File: src/sv/lpsc_pkg.sv
package lpsc_pkg;

    // configuration register indexes
    typedef logic [2:0] t_cfg_index;
    localparam t_cfg_index CFG_REF_X      = 3'd0;
    localparam t_cfg_index CFG_REF_Y      = 3'd1;
    localparam t_cfg_index CFG_REF_SLOPE  = 3'd2;
    localparam t_cfg_index CFG_BORDER_ROW = 3'd3;
    localparam t_cfg_index CFG_MIN_POINTS = 3'd4;

    // sector codes
    typedef logic [2:0] t_sector;
    localparam t_sector SEC_TOP_LEFT     = 3'd0;
    localparam t_sector SEC_BOTTOM_LEFT  = 3'd1;
    localparam t_sector SEC_TOP_RIGHT    = 3'd2;
    localparam t_sector SEC_BOTTOM_RIGHT = 3'd3;
    localparam t_sector SEC_ON_LINE      = 3'd4;
    localparam t_sector SEC_UNCLASSIFIED = 3'd5;

    // field widths
    localparam int COORD_W     = 10;
    localparam int REF_SLOPE_W = 19;
    localparam int MIN_PTS_W   = 12;
    localparam int OUT_SLOPE_W = 18;
    localparam int CFG_DATA_W  = 19;

    // reset values of the registers
    localparam logic [COORD_W-1:0]     RST_REF_X      = 10'd320;
    localparam logic [COORD_W-1:0]     RST_REF_Y      = 10'd300;
    localparam logic [REF_SLOPE_W-1:0] RST_REF_SLOPE  = 19'd255744;
    localparam logic [COORD_W-1:0]     RST_BORDER_ROW = 10'd140;
    localparam logic [MIN_PTS_W-1:0]   RST_MIN_POINTS = 12'd3;

    // segment slope clamp, in whole units
    localparam int SLOPE_LIMIT = 500;

endpackage

File: src/sv/lane_point_sector_classifier.sv
// Lane point sector classifier. Each input item may carry one line segment and may close a
// frame. For a segment the block emits two result items, start point then end point, each
// with its sector code and the segment slope dy/dx (truncated, clamped to +-500, with
// SLOPE_FRAC_BITS fraction bits); an item with frame_end set is followed by one summary
// item with the four sector presence flags, after which the sector counts are cleared.
// o_last marks the final result of an input item; an item with neither flag gives none.
// Work is done one item at a time by a small sequencer around one shared restoring divider
// and one shared multiplier, so o_ready is high only while the block is idle. The divider
// runs once per segment item for the row-0 crossing of the reference line (skipped when
// the reference slope is zero) and once for the segment slope (skipped when dx is zero),
// one quotient bit per cycle. Configuration writes are always accepted and should only be
// made while the block is idle. There is no clearing pass after reset.
module lane_point_sector_classifier
    import lpsc_pkg::*;
#(
    parameter int SLOPE_FRAC_BITS = 8,
    parameter int COUNT_WIDTH     = 12
) (
    input  logic                          i_clk,
    input  logic                          i_rst_n,
    // configuration write channel
    input  logic                          i_cfg_valid,
    output logic                          o_cfg_ready,
    input  logic [2:0]                    i_cfg_index,
    input  logic [CFG_DATA_W-1:0]         i_cfg_data,
    // input items
    input  logic                          i_valid,
    output logic                          o_ready,
    input  logic [COORD_W-1:0]            i_start_x,
    input  logic [COORD_W-1:0]            i_start_y,
    input  logic [COORD_W-1:0]            i_end_x,
    input  logic [COORD_W-1:0]            i_end_y,
    input  logic                          i_segment_valid,
    input  logic                          i_frame_end,
    // result items
    output logic                          o_valid,
    input  logic                          i_ready,
    output logic [COORD_W-1:0]            o_point_x,
    output logic [COORD_W-1:0]            o_point_y,
    output logic [2:0]                    o_sector_code,
    output logic signed [OUT_SLOPE_W-1:0] o_segment_slope,
    output logic                          o_is_summary,
    output logic [3:0]                    o_sector_flags,
    output logic                          o_last
);

    localparam int F = SLOPE_FRAC_BITS;
    // magnitude width of the larger dividend: |ref_x*ref_slope - ref_y*2^F|
    localparam int NW   = ((28 > COORD_W + F) ? 28 : COORD_W + F) + 1;
    localparam int DVW  = REF_SLOPE_W;              // divisor magnitude width
    localparam int CNTW = $clog2(NW + 1);
    localparam int OPAW = NW + 2;                   // ref_x - bx and friends
    localparam int PW   = OPAW + REF_SLOPE_W;       // product width
    localparam int SW   = COORD_W + F + 1;          // internal slope width
    localparam int SWX  = (SW > OUT_SLOPE_W) ? SW : OUT_SLOPE_W;
    localparam int CMPW = (COUNT_WIDTH > MIN_PTS_W) ? COUNT_WIDTH : MIN_PTS_W;
    localparam logic [NW-1:0]          LIM      = NW'(SLOPE_LIMIT) << F;
    localparam logic [COUNT_WIDTH-1:0] CNT_MAX  = '1;
    localparam logic [CNTW-1:0]        ITER_BX  = CNTW'(NW);
    localparam logic [CNTW-1:0]        ITER_SL  = CNTW'(COORD_W + F);

    typedef enum logic [3:0] {
        S_IDLE,
        S_MUL_RS,
        S_BX_LOAD,
        S_BX_DIV,
        S_SL_LOAD,
        S_SL_DIV,
        S_MUL_A,
        S_MUL_B,
        S_CLASS,
        S_SUM,
        S_OUT
    } t_state;

    // ---------------------------------------------------------------------------------
    // configuration registers; always ready
    // ---------------------------------------------------------------------------------
    logic [COORD_W-1:0]            r_ref_x;
    logic [COORD_W-1:0]            r_ref_y;
    logic signed [REF_SLOPE_W-1:0] r_ref_slope;
    logic [COORD_W-1:0]            r_border_row;
    logic [MIN_PTS_W-1:0]          r_min_points;

    assign o_cfg_ready = 1'b1;

    always_ff @(posedge i_clk) begin
        if (!i_rst_n) begin
            r_ref_x      <= RST_REF_X;
            r_ref_y      <= RST_REF_Y;
            r_ref_slope  <= RST_REF_SLOPE;
            r_border_row <= RST_BORDER_ROW;
            r_min_points <= RST_MIN_POINTS;
        end else if (i_cfg_valid && o_cfg_ready) begin
            case (i_cfg_index)
                CFG_REF_X:      r_ref_x      <= i_cfg_data[COORD_W-1:0];
                CFG_REF_Y:      r_ref_y      <= i_cfg_data[COORD_W-1:0];
                CFG_REF_SLOPE:  r_ref_slope  <= i_cfg_data[REF_SLOPE_W-1:0];
                CFG_BORDER_ROW: r_border_row <= i_cfg_data[COORD_W-1:0];
                CFG_MIN_POINTS: r_min_points <= i_cfg_data[MIN_PTS_W-1:0];
                default: ;
            endcase
        end
    end

    // ---------------------------------------------------------------------------------
    // datapath registers
    // ---------------------------------------------------------------------------------
    t_state                      r_state;
    logic [COORD_W-1:0]          r_sx, r_sy, r_ex, r_ey;
    logic                        r_frame_end;
    logic                        r_pt;          // 0 start point, 1 end point
    logic signed [PW-1:0]        r_prod;
    logic signed [PW-1:0]        r_prod2;
    logic signed [NW:0]          r_bx;
    logic signed [SW-1:0]        r_slope;
    // divider
    logic [NW-1:0]               r_num;         // dividend shifts out, quotient shifts in
    logic [DVW-1:0]              r_rem;
    logic [DVW-1:0]              r_den;
    logic [CNTW-1:0]             r_iter;
    logic                        r_qneg;
    // sector counts
    logic [COUNT_WIDTH-1:0]      r_cnt_tl, r_cnt_tr, r_cnt_bl, r_cnt_br;
    // result register
    logic [COORD_W-1:0]          r_o_x, r_o_y;
    t_sector                     r_o_code;
    logic [OUT_SLOPE_W-1:0]      r_o_slope;
    logic                        r_o_summary;
    logic [3:0]                  r_o_flags;
    logic                        r_o_last;

    // current endpoint
    logic [COORD_W-1:0] pt_x, pt_y;
    assign pt_x = r_pt ? r_ex : r_sx;
    assign pt_y = r_pt ? r_ey : r_sy;

    // ---------------------------------------------------------------------------------
    // shared multiplier: ref_x*slope, (ref_x-bx)*y, ref_y*(x-bx)
    // ---------------------------------------------------------------------------------
    logic signed [OPAW-1:0]        op_a;
    logic signed [REF_SLOPE_W-1:0] op_b;
    logic signed [PW-1:0]          mul_p;

    always_comb begin
        case (r_state)
            S_MUL_A: begin
                op_a = OPAW'(r_ref_x) - OPAW'(r_bx);
                op_b = REF_SLOPE_W'(pt_y);
            end
            S_MUL_B: begin
                op_a = OPAW'(pt_x) - OPAW'(r_bx);
                op_b = REF_SLOPE_W'(r_ref_y);
            end
            default: begin
                op_a = OPAW'(r_ref_x);
                op_b = r_ref_slope;
            end
        endcase
    end

    assign mul_p = op_a * op_b;

    // ---------------------------------------------------------------------------------
    // divider step, one quotient bit per cycle
    // ---------------------------------------------------------------------------------
    logic [DVW:0]   rem_sh, rem_sub;
    logic           q_bit;
    logic [DVW-1:0] rem_nx;

    assign rem_sh  = {r_rem, r_num[NW-1]};
    assign rem_sub = rem_sh - {1'b0, r_den};
    assign q_bit   = !rem_sub[DVW];
    assign rem_nx  = q_bit ? rem_sub[DVW-1:0] : rem_sh[DVW-1:0];

    // row-0 crossing dividend and divisor magnitudes
    logic signed [PW-1:0]    ay_sh, bx_num;
    logic [PW-1:0]           bx_mag;
    logic [REF_SLOPE_W-1:0]  rs_mag;

    assign ay_sh  = PW'(r_ref_y) << F;
    assign bx_num = r_prod - ay_sh;
    assign bx_mag = bx_num[PW-1] ? PW'(-bx_num) : PW'(bx_num);
    assign rs_mag = r_ref_slope[REF_SLOPE_W-1] ? REF_SLOPE_W'(-r_ref_slope)
                                               : REF_SLOPE_W'(r_ref_slope);

    // segment deltas
    logic signed [COORD_W:0] dx, dy;
    logic [COORD_W-1:0]      dx_mag, dy_mag;

    assign dx     = (COORD_W + 1)'(r_ex) - (COORD_W + 1)'(r_sx);
    assign dy     = (COORD_W + 1)'(r_ey) - (COORD_W + 1)'(r_sy);
    assign dx_mag = dx[COORD_W] ? COORD_W'(-dx) : COORD_W'(dx);
    assign dy_mag = dy[COORD_W] ? COORD_W'(-dy) : COORD_W'(dy);

    // quotient finishing
    logic [NW:0]    q_ext;
    logic [NW-1:0]  sl_mag;
    logic [SW-1:0]  sl_ext;

    assign q_ext  = {1'b0, r_num};
    assign sl_mag = (r_num > LIM) ? LIM : r_num;
    assign sl_ext = SW'(sl_mag);

    // slope as shown on the port
    logic signed [SWX-1:0] slope_x;
    assign slope_x = SWX'(r_slope);

    // classification of the current endpoint
    logic signed [PW-1:0] alfa;
    logic                 alfa_pos, alfa_neg;
    logic                 y_above, y_below;
    t_sector              code;

    assign alfa     = r_prod2 - r_prod;
    assign alfa_neg = alfa[PW-1];
    assign alfa_pos = !alfa[PW-1] && (alfa != '0);
    assign y_above  = pt_y < r_border_row;
    assign y_below  = pt_y > r_border_row;

    always_comb begin
        if (alfa_pos && y_above)      code = SEC_TOP_LEFT;
        else if (alfa_pos && y_below) code = SEC_BOTTOM_LEFT;
        else if (alfa_neg && y_above) code = SEC_TOP_RIGHT;
        else if (alfa_neg && y_below) code = SEC_BOTTOM_RIGHT;
        else if (!alfa_pos && !alfa_neg) code = SEC_ON_LINE;
        else                          code = SEC_UNCLASSIFIED;
    end

    // summary flags
    logic [3:0] flags;
    assign flags = {CMPW'(r_cnt_tl) > CMPW'(r_min_points),
                    CMPW'(r_cnt_tr) > CMPW'(r_min_points),
                    CMPW'(r_cnt_bl) > CMPW'(r_min_points),
                    CMPW'(r_cnt_br) > CMPW'(r_min_points)};

    // ---------------------------------------------------------------------------------
    // sequencer
    // ---------------------------------------------------------------------------------
    always_ff @(posedge i_clk) begin
        if (!i_rst_n) begin
            r_state  <= S_IDLE;
            r_pt     <= 1'b0;
            r_cnt_tl <= '0;
            r_cnt_tr <= '0;
            r_cnt_bl <= '0;
            r_cnt_br <= '0;
        end else begin
            case (r_state)
                S_IDLE: begin
                    if (i_valid) begin
                        r_sx        <= i_start_x;
                        r_sy        <= i_start_y;
                        r_ex        <= i_end_x;
                        r_ey        <= i_end_y;
                        r_frame_end <= i_frame_end;
                        r_pt        <= 1'b0;
                        if (i_segment_valid) r_state <= S_MUL_RS;
                        else if (i_frame_end) r_state <= S_SUM;
                    end
                end
                S_MUL_RS: begin
                    r_prod  <= mul_p;
                    r_state <= S_BX_LOAD;
                end
                S_BX_LOAD: begin
                    if (r_ref_slope == '0) begin
                        // flat reference line: crossing taken as ref_x
                        r_bx    <= (NW + 1)'(r_ref_x);
                        r_state <= S_SL_LOAD;
                    end else begin
                        r_num   <= bx_mag[NW-1:0];
                        r_rem   <= '0;
                        r_den   <= rs_mag;
                        r_qneg  <= bx_num[PW-1] ^ r_ref_slope[REF_SLOPE_W-1];
                        r_iter  <= ITER_BX;
                        r_state <= S_BX_DIV;
                    end
                end
                S_BX_DIV: begin
                    if (r_iter == '0) begin
                        r_bx    <= r_qneg ? -q_ext : q_ext;
                        r_state <= S_SL_LOAD;
                    end else begin
                        r_num  <= {r_num[NW-2:0], q_bit};
                        r_rem  <= rem_nx;
                        r_iter <= r_iter - 1'b1;
                    end
                end
                S_SL_LOAD: begin
                    if (dx == '0) begin
                        // vertical or zero-length segment
                        if (dy == '0)         r_slope <= '0;
                        else if (dy[COORD_W]) r_slope <= -SW'(LIM);
                        else                  r_slope <= SW'(LIM);
                        r_state <= S_MUL_A;
                    end else begin
                        // |dy|<<F, left-aligned in the dividend
                        r_num   <= NW'(dy_mag) << (NW - COORD_W);
                        r_rem   <= '0;
                        r_den   <= DVW'(dx_mag);
                        r_qneg  <= dx[COORD_W] ^ dy[COORD_W];
                        r_iter  <= ITER_SL;
                        r_state <= S_SL_DIV;
                    end
                end
                S_SL_DIV: begin
                    if (r_iter == '0) begin
                        r_slope <= r_qneg ? -sl_ext : sl_ext;
                        r_state <= S_MUL_A;
                    end else begin
                        r_num  <= {r_num[NW-2:0], q_bit};
                        r_rem  <= rem_nx;
                        r_iter <= r_iter - 1'b1;
                    end
                end
                S_MUL_A: begin
                    r_prod2 <= mul_p;
                    r_state <= S_MUL_B;
                end
                S_MUL_B: begin
                    r_prod  <= mul_p;
                    r_state <= S_CLASS;
                end
                S_CLASS: begin
                    case (code)
                        SEC_TOP_LEFT:     if (r_cnt_tl != CNT_MAX) r_cnt_tl <= r_cnt_tl + 1'b1;
                        SEC_BOTTOM_LEFT:  if (r_cnt_bl != CNT_MAX) r_cnt_bl <= r_cnt_bl + 1'b1;
                        SEC_TOP_RIGHT:    if (r_cnt_tr != CNT_MAX) r_cnt_tr <= r_cnt_tr + 1'b1;
                        SEC_BOTTOM_RIGHT: if (r_cnt_br != CNT_MAX) r_cnt_br <= r_cnt_br + 1'b1;
                        default: ;
                    endcase
                    r_o_x       <= pt_x;
                    r_o_y       <= pt_y;
                    r_o_code    <= code;
                    r_o_slope   <= slope_x[OUT_SLOPE_W-1:0];
                    r_o_summary <= 1'b0;
                    r_o_flags   <= '0;
                    r_o_last    <= r_pt && !r_frame_end;
                    r_state     <= S_OUT;
                end
                S_SUM: begin
                    r_o_x       <= '0;
                    r_o_y       <= '0;
                    r_o_code    <= SEC_TOP_LEFT;
                    r_o_slope   <= '0;
                    r_o_summary <= 1'b1;
                    r_o_flags   <= flags;
                    r_o_last    <= 1'b1;
                    r_cnt_tl    <= '0;
                    r_cnt_tr    <= '0;
                    r_cnt_bl    <= '0;
                    r_cnt_br    <= '0;
                    r_state     <= S_OUT;
                end
                S_OUT: begin
                    if (i_ready) begin
                        if (r_o_summary) begin
                            r_state <= S_IDLE;
                        end else if (!r_pt) begin
                            r_pt    <= 1'b1;
                            r_state <= S_MUL_A;
                        end else if (r_frame_end) begin
                            r_state <= S_SUM;
                        end else begin
                            r_state <= S_IDLE;
                        end
                    end
                end
                default: r_state <= S_IDLE;
            endcase
        end
    end

    assign o_ready         = (r_state == S_IDLE);
    assign o_valid         = (r_state == S_OUT);
    assign o_point_x       = r_o_x;
    assign o_point_y       = r_o_y;
    assign o_sector_code   = r_o_code;
    assign o_segment_slope = r_o_slope;
    assign o_is_summary    = r_o_summary;
    assign o_sector_flags  = r_o_flags;
    assign o_last          = r_o_last;

    // ---------------------------------------------------------------------------------
    // assertions
    // ---------------------------------------------------------------------------------
    a_one_side: assert property (@(posedge i_clk) disable iff (!i_rst_n)
        !(o_valid && o_ready))
        else $error("input taken while a result is pending");

    a_summary_last: assert property (@(posedge i_clk) disable iff (!i_rst_n)
        (o_valid && o_is_summary) |-> (o_last && o_point_x == '0 && o_point_y == '0
                                       && o_segment_slope == '0))
        else $error("summary item malformed");

    a_point_flags: assert property (@(posedge i_clk) disable iff (!i_rst_n)
        (o_valid && !o_is_summary) |-> (o_sector_flags == '0))
        else $error("endpoint item carries flags");

    a_counts_cleared: assert property (@(posedge i_clk) disable iff (!i_rst_n)
        (o_valid && i_ready && o_is_summary) |=>
            (r_cnt_tl == '0 && r_cnt_tr == '0 && r_cnt_bl == '0 && r_cnt_br == '0))
        else $error("sector counts not cleared after summary");

    a_first_not_last: assert property (@(posedge i_clk) disable iff (!i_rst_n)
        (o_valid && !o_is_summary && !r_pt) |-> !o_last)
        else $error("start point marked last");

endmodule

File: config.mk
export PLATFORM = sky130hd
export DESIGN_NAME = lane_point_sector_classifier
export DESIGN_NICKNAME = d
export VERILOG_FILES = /design/src/sv/lpsc_pkg.sv /design/src/sv/lane_point_sector_classifier.sv
export SDC_FILE = /design/constraint.sdc
export NUM_CORES = 2
export LEC_CHECK = 0
export ABC_AREA = 1
export BUFFER_PORTS_ARGS = -buffer_cell sky130_fd_sc_hd__buf_2
export CAP_MARGIN = 10
export CORE_MARGIN = 1
export CORE_UTILIZATION = 60
export CTS_CLUSTER_DIAMETER = 120
export DETAILED_ROUTE_END_ITERATION = 10
export PLACE_DENSITY = 0.76
export REMOVE_ABC_BUFFERS = 1
export SKIP_CTS_REPAIR_TIMING = 1
export SLEW_MARGIN = 20
export SYNTH_ARGS = -nofsm -noshare
export SYNTH_HDL_FRONTEND = slang
export SYNTH_SLANG_ARGS = --single-unit
File: constraint.sdc
create_clock -name i_clk -period 19.1 [get_ports i_clk]
set_input_delay 1.91 -clock i_clk [delete_from_list [all_inputs] [get_ports i_clk]]
set_output_delay 1.91 -clock i_clk [all_outputs]
set_load 0.005 [all_outputs]
# Word-level counts from Yosys, hierarchy flattened

Cells that the tools add are included.

Output and inout port bits: 50
Word-level logic and storage cells: 225
Bits in registers: 423
Bits of input ports: 69

Equal/unequal tests: 40
Bitwise operators: 2
$add $sub $neg: 18
$lt $le $gt $ge: 7
Reduce and logical (&&, ||, !) cells: 47
Muxes and demuxes: 78
Multiply operators: 1

Operators with widths:

| kind                  | number |
|---|---|
| $mux 19               | 7 |
| $mux 29               | 4 |
| $mux 18               | 6 |
| $mux 12               | 8 |
| $pmux 12 s2           | 4 |
| $mux 30               | 3 |
| $pmux 29 s3           | 1 |
| $pmux 19 s2           | 2 |
| $pmux 18 s2           | 2 |
| $pmux 31 s2           | 1 |
| $sub 11x30->31        | 2 |
| $pmux 30 s2           | 1 |
| $pmux 19 s3           | 1 |
| $mul 31x19->50        | 1 |
| $reduce_bool 50->1    | 1 |
| $sub 50x19->50        | 1 |
| $sub 50x50->50        | 1 |
| $add 12x1->12 const B | 4 |
| $gt 12x12->1          | 4 |
| $ne 12x12->1 const B  | 4 |
| $mux 10               | 4 |
| $pmux 10 s2           | 2 |
| $pmux 4 s10           | 1 |
| $mux 4                | 9 |
| 44 further kinds      | 119 |

# Longest topological paths before layout

Word-level depth: 13
Depth in mapped cells: 50
Gate-level depth less buffers: 48

# Worst setup path before layout

OpenSTA, ideal clock, no wires.

Path type: register to register
Start: register r_state[2]
End: register r_prod2[48], data pin
Setup slack: 10.044 ns
Path buffers: 3
Arrival time: 8.775 ns
Data required time: 18.819 ns
Setup time: 0.281 ns
Cell stages (with the launch flop): 43
Period minus slack after synthesis: 9.056 ns
Cell sequence: dfxtp_1 > inv_1 > nor2_1 > inv_1 > nor2_1 > inv_1 > clkbuf_1 > clkbuf_1 > clkbuf_1 > o21ai_0 > ha_1 > inv_1 > o21bai_1 > a31oi_1 > o21ai_2 > a21oi_2 > o21ai_2 > inv_1 > [... 7 more ...] > fa_1 > inv_1 > fa_1 > fa_1 > fa_1 > ha_1 > ha_1 > nand2_1 > nor2_1 > inv_1 > nor4_1 > nand3_1 > nand3_1 > nand2_1 > o211ai_1 > nand2_1 > o311ai_0 > xor2_1

Cells in the longest elaborated chain, start to end: 3
Elaborated cells between the ends (all ways): 5
Classes of those cells: mul (1); eq/ne (2); mux (2)

Ends and longest elaborated chain:

| element                                           | line                                | text |
|---|---|---|
| start, declared                                   | lane_point_sector_classifier.sv:109 | `t_state r_state;` |
| start signal, assigned                            | lane_point_sector_classifier.sv:242 | `r_state <= S_IDLE;` |
| start signal, assigned                            | lane_point_sector_classifier.sv:258 | `if (i_segment_valid) r_state <= S_MUL_RS;` |
| start signal, assigned                            | lane_point_sector_classifier.sv:259 | `else if (i_frame_end) r_state <= S_SUM;` |
| $eq 4x3->1                                        | lane_point_sector_classifier.sv:146 | `case (r_state)` |
| $pmux 31 s2 / $pmux 19 s2 (equally long branches) | lane_point_sector_classifier.sv:146 |  |
| $mul 31x19->50 *                                  | lane_point_sector_classifier.sv:162 | `assign mul_p = op_a * op_b;` |
| net mul_p[48]                                     | lane_point_sector_classifier.sv:143 | `logic signed [PW-1:0] mul_p;` |
| end signal, assigned                              | lane_point_sector_classifier.sv:318 | `r_prod2 <= mul_p;` |
| end, declared                                     | lane_point_sector_classifier.sv:114 | `logic signed [PW-1:0] r_prod2;` |

Mark *: on every way through the listed nets, which the timed path passes. The rest lies on a longest branch.
A chain may end at the register's enable or synchronous reset.

# Worst setup path after layout

Start: register r_pt
End: register r_prod[45], data pin

Cells in the longest elaborated chain, start to end: 4
Elaborated cells between the ends (all ways): 6
Classes of those cells: add/sub (1); mul (1); mux (4)

Ends and longest elaborated chain:

| element                | line                                | text |
|---|---|---|
| start, declared        | lane_point_sector_classifier.sv:112 | `logic r_pt;` |
| start signal, assigned | lane_point_sector_classifier.sv:243 | `r_pt <= 1'b0;` |
| start signal, assigned | lane_point_sector_classifier.sv:257 | `r_pt <= 1'b0;` |
| start signal, assigned | lane_point_sector_classifier.sv:361 | `r_pt <= 1'b1;` |
| $mux 10                | lane_point_sector_classifier.sv:135 | `assign pt_x = r_pt ? r_ex : r_sx;` |
| $sub 11x30->31         | lane_point_sector_classifier.sv:152 | `op_a = OPAW'(pt_x) - OPAW'(r_bx);` |
| $pmux 31 s2            | lane_point_sector_classifier.sv:146 |  |
| $mul 31x19->50 *       | lane_point_sector_classifier.sv:162 |  |
| net mul_p[45]          | lane_point_sector_classifier.sv:143 |  |
| end signal, assigned   | lane_point_sector_classifier.sv:263 | `r_prod <= mul_p;` |
| end signal, assigned   | lane_point_sector_classifier.sv:322 | `r_prod <= mul_p;` |
| end, declared          | lane_point_sector_classifier.sv:113 | `logic signed [PW-1:0] r_prod;` |

Marked as above.

==> impl_metrics.yaml <==
floorplanning:
  rows: 103
  die_y_um: 284.8
  core_area_um2: 79000
  die_w_um: 284.8
  die_area_um2: 81110
  ios: 119
  start_util_pct: 60.74
global_routing:
  grt.total_usage_pct: 33.77
  grt_max_degree: 61
  antenna_found_initial: 2
  grt_pass1_wl_um: 213500
  overflow: 0
  grt_pass1_vias: 39750
timing:
  timing.final.crit_share_pct: 54.71
  period_needed_ns: 10.45
  rsz0062_at_grt: "no"
  setup_viol: 0
  slew_headroom_pct: 32.56
  slew_violations: 0
  fmax_mhz: 95.70
  finalHoldViolations: 0
  worstMarginPinSlew_ns: 1.001
  fin_tns_setup_ns: 0
  clock-skew-final_ns: 0.01957
drt:
  dr.pass1.iters: 6
  wl_per_cell_um: 18.25
  num_vias: 39900
  drtIter0Drc: 3267
  drtAntennaViolNets: 0
  routed_wl_um: 134000
  drc: 0
  via_per_inst: 5.433
run_status:
  status: "finished clean"
cells_and_area:
  syn2layout_area_growth_pct: 8.446
  drive_above_1_share_pct: 6.673
  layout.cells.non_filler: 7344
  nets: 7218
  fillers: 6786
  n_antenna_cell: 0
placement:
  io_buffers: 117
  routabilityCongestion: 1.001
  dp_hpwl_um: 110400
  placedCellCount: 7254
clock_network:
  htree_levels: 2
  clockBufferDepth: 3
  insertion_delay_ns: 0.61
  cts_inserted_buffers: 49
  clock_sinks: 423
  clk_pin_slew_ns: 0.06
  clockRootBuffer: "clkbuf_16"
  cts_tree: "yes"
setup_path:
  r2r_end: "r_prod[45]"
  crit_slowest_cell: "dfxtp_1"
  cp.arrival_ns: 10.78
  reg2reg_slack_ns: 8.65
  r2r_start: "r_pt"
  worst_ep_required_time_ns: 19.43
  reg2regPathDepth: 38
  worst-path-max-fanout: 29
  critPathLaunchType: "flop"
  crit_type: "reg2reg"
  max_stage_delay_ns: 0.64
  cp-end-kind: "flop"
yosys:
  yosysSeqAreaShare_pct: 24.09
  ys_seq_elements: 423
  yosys-top-cells-area: "fa_1 (24%), edfxtp_1 (19%), inv_1 (10%), nand2_1 (9.0%), ha_1 (8.2%)"
  synth_flop_cell: "edfxtp_1"
  synthArstFlopShare_pct: 0
  synth_cells: 5985
  yosys_warnings: 0
  synth_edf_count: 309
  yosys.area.top_type: "fa_1"
  synth_top_area_share_pct: 24.16
  synth.avg_cell_area_um2: 8.018
  synthDistinctLibCells: 69
  mappedNetlistArea_um2: 47990
power_and_ir_drop:
  internal-power_mw: 3.535
  swShare_pct: 50.50
  comb_power_share_pct: 65.9
  irDropWorstVdd_v: 0.0002279
  power_density_nw_per_um2: 137.2
  p_seq_share_pct: 21.0
  p_clk_share_pct: 13.1
  leakagePower_nw: 25.64
  p_switching_mw: 3.606
hold_path:
  min_to: "r_border_row[8]"
  hold_path.class: "reg2reg"
  min_path_cells: 2
  worstHoldStart: "r_border_row[8]"
run:
  drv_cap: 0
-- sequential cells by signal (all words and copies together), names as in the netlist, 12 cells and up --
signal           cells
r_prod2             50
r_prod              50
r_bx                30
r_num               29
r_den               19
r_ref_slope         19
r_rem               19
o_segment_slope     18
r_slope             18
r_cnt_bl            12
r_cnt_br            12
r_cnt_tl            12
r_cnt_tr            12
r_min_points        12
-- cell families after synthesis --
kind of cell               share of synthesized area (%)
other                                            0.01565
buffers and inverters                              11.73
and+or+nand+nor                                    19.89
xor gates and xnor gates                           3.012
AOI/OAI and AO/OA                                  8.897
adders and majority gates                          32.37
DFF                                                24.09
-- placed cells by master, fill, tap and decap left out, types with 8 or more instances in the layout --
master and n:
dfxtp_1 114, or2_2 20, a21oi_1 321, nor2_4 10
nand3_2 20, o21ai_1 20, clkbuf_16 50, o22ai_1 18
nor3_1 84, xnor2_1 44, xor2_1 120, o211ai_1 25
edfxtp_1 309, nand3_1 181, nor2_2 26, nor4_1 21
nand3b_1 8, a31oi_1 25, o21ai_0 264, inv_1 1311
o21a_1 9, o21bai_1 16, a211oi_1 9, buf_4 42
a21oi_2 25, nand4_1 64, nand2_1 1152, conb_1 177
clkbuf_1 9, nand2_2 20, buf_2 117, clkinv_1 22
ha_1 315, fa_1 579, nor2_1 604, inv_2 38
-- power groups by stage --
stage | clock network (mW) | logic [mW] | registers [mW]
2_1_floorplan | 0 | 3.26 | 1.48
3_3_place_gp | 0 | 4.57 | 1.51
3_5_place_dp | 0 | 4.64 | 1.51
4_1_cts | 0.944 | 4.68 | 1.50
5_1_grt | 0.979 | 5.25 | 1.51
6_report | 0.938 | 4.71 | 1.50
-- stage by stage --
step	power, mW	worst slack [ns]	cell area, µm²	utilization (%)	hold WS [ns]
floorplan	4.741	8.958	48150	-	0.4347
global placement	6.079	9.077	50440	63.84	0.4454
detailed placement	6.153	8.858	50440	63.84	0.4539
CTS	7.121	8.765	52040	65.87	0.4629
global route	7.740	7.894	52040	65.87	0.4848
finish	7.142	8.651	52040	65.87	0.4609
-- cell type report --
class                      count  area, µm²  share of cell area, %
tap                         1050       1314                  2.525
sequential                   423      11560                  22.22
multi-input combinational   4255      31530                  60.59
timing repair buffer         159      900.9                  1.731
clock buffer                  62       1326                  2.549
clock inverter                28      275.3                 0.5290
inverter                    1367       5131                  9.860
-- Yosys cell counts, types with 7 or more instances --
master / number
a211oi_1: 10
a21oi_1: 327
a21oi_2: 19
a31oi_1: 25
buf_1: 12
buf_2: 7
clkbuf_1: 86
clkinv_1: 17
dfxtp_1: 114
edfxtp_1: 309
fa_1: 579
ha_1: 315
inv_1: 1313
inv_2: 37
nand2_1: 1152
nand2_2: 20
nand3_1: 181
nand3_2: 20
nand3b_1: 8
nand4_1: 64
nor2_1: 610
nor2_2: 24
nor3_1: 85
nor4_1: 21
o211ai_1: 25
o21a_1: 9
o21ai_0: 264
o21ai_1: 20
o21bai_1: 16
o22ai_1: 18
or2_1: 7
or2_2: 20
xnor2_1: 44
xor2_1: 121
-- metal layers --
layer  up-vias  wire, µm  global-route usage, %
li1      19020         -                      -
met1     18890     52940                  43.41
met2      1641     62440                  55.57
met3       342     10970                  5.456
met4         4      7637                  16.76
met5         -        27                      0
-- worst max-delay path, delay by kind of cell (launching register included) --
kind / cells / cell delay [ns]
buffers and inverters: 8 / 1.03
adders and majority gates: 9 / 4.34
xor gates and xnor gates: 1 / 0.19
DFF: 1 / 0.64
AOI/OAI and AO/OA: 13 / 2.71
and+or+nand+nor: 7 / 1.25
-- how the worst max path moves through the flow --
stage / startpoint / slack (ns) / endpoint
2_1_floorplan: r_state[2] / 8.96 / r_prod2[48]
3_3_place_gp: r_pt / 9.08 / r_prod2[45]
3_5_place_dp: r_pt / 8.86 / r_prod[45]
4_1_cts: r_pt / 8.77 / r_prod[48]
5_1_grt: r_pt / 7.89 / r_prod[48]
6_report: r_pt / 8.65 / r_prod[45]
(Power assumes the default switching activity.)
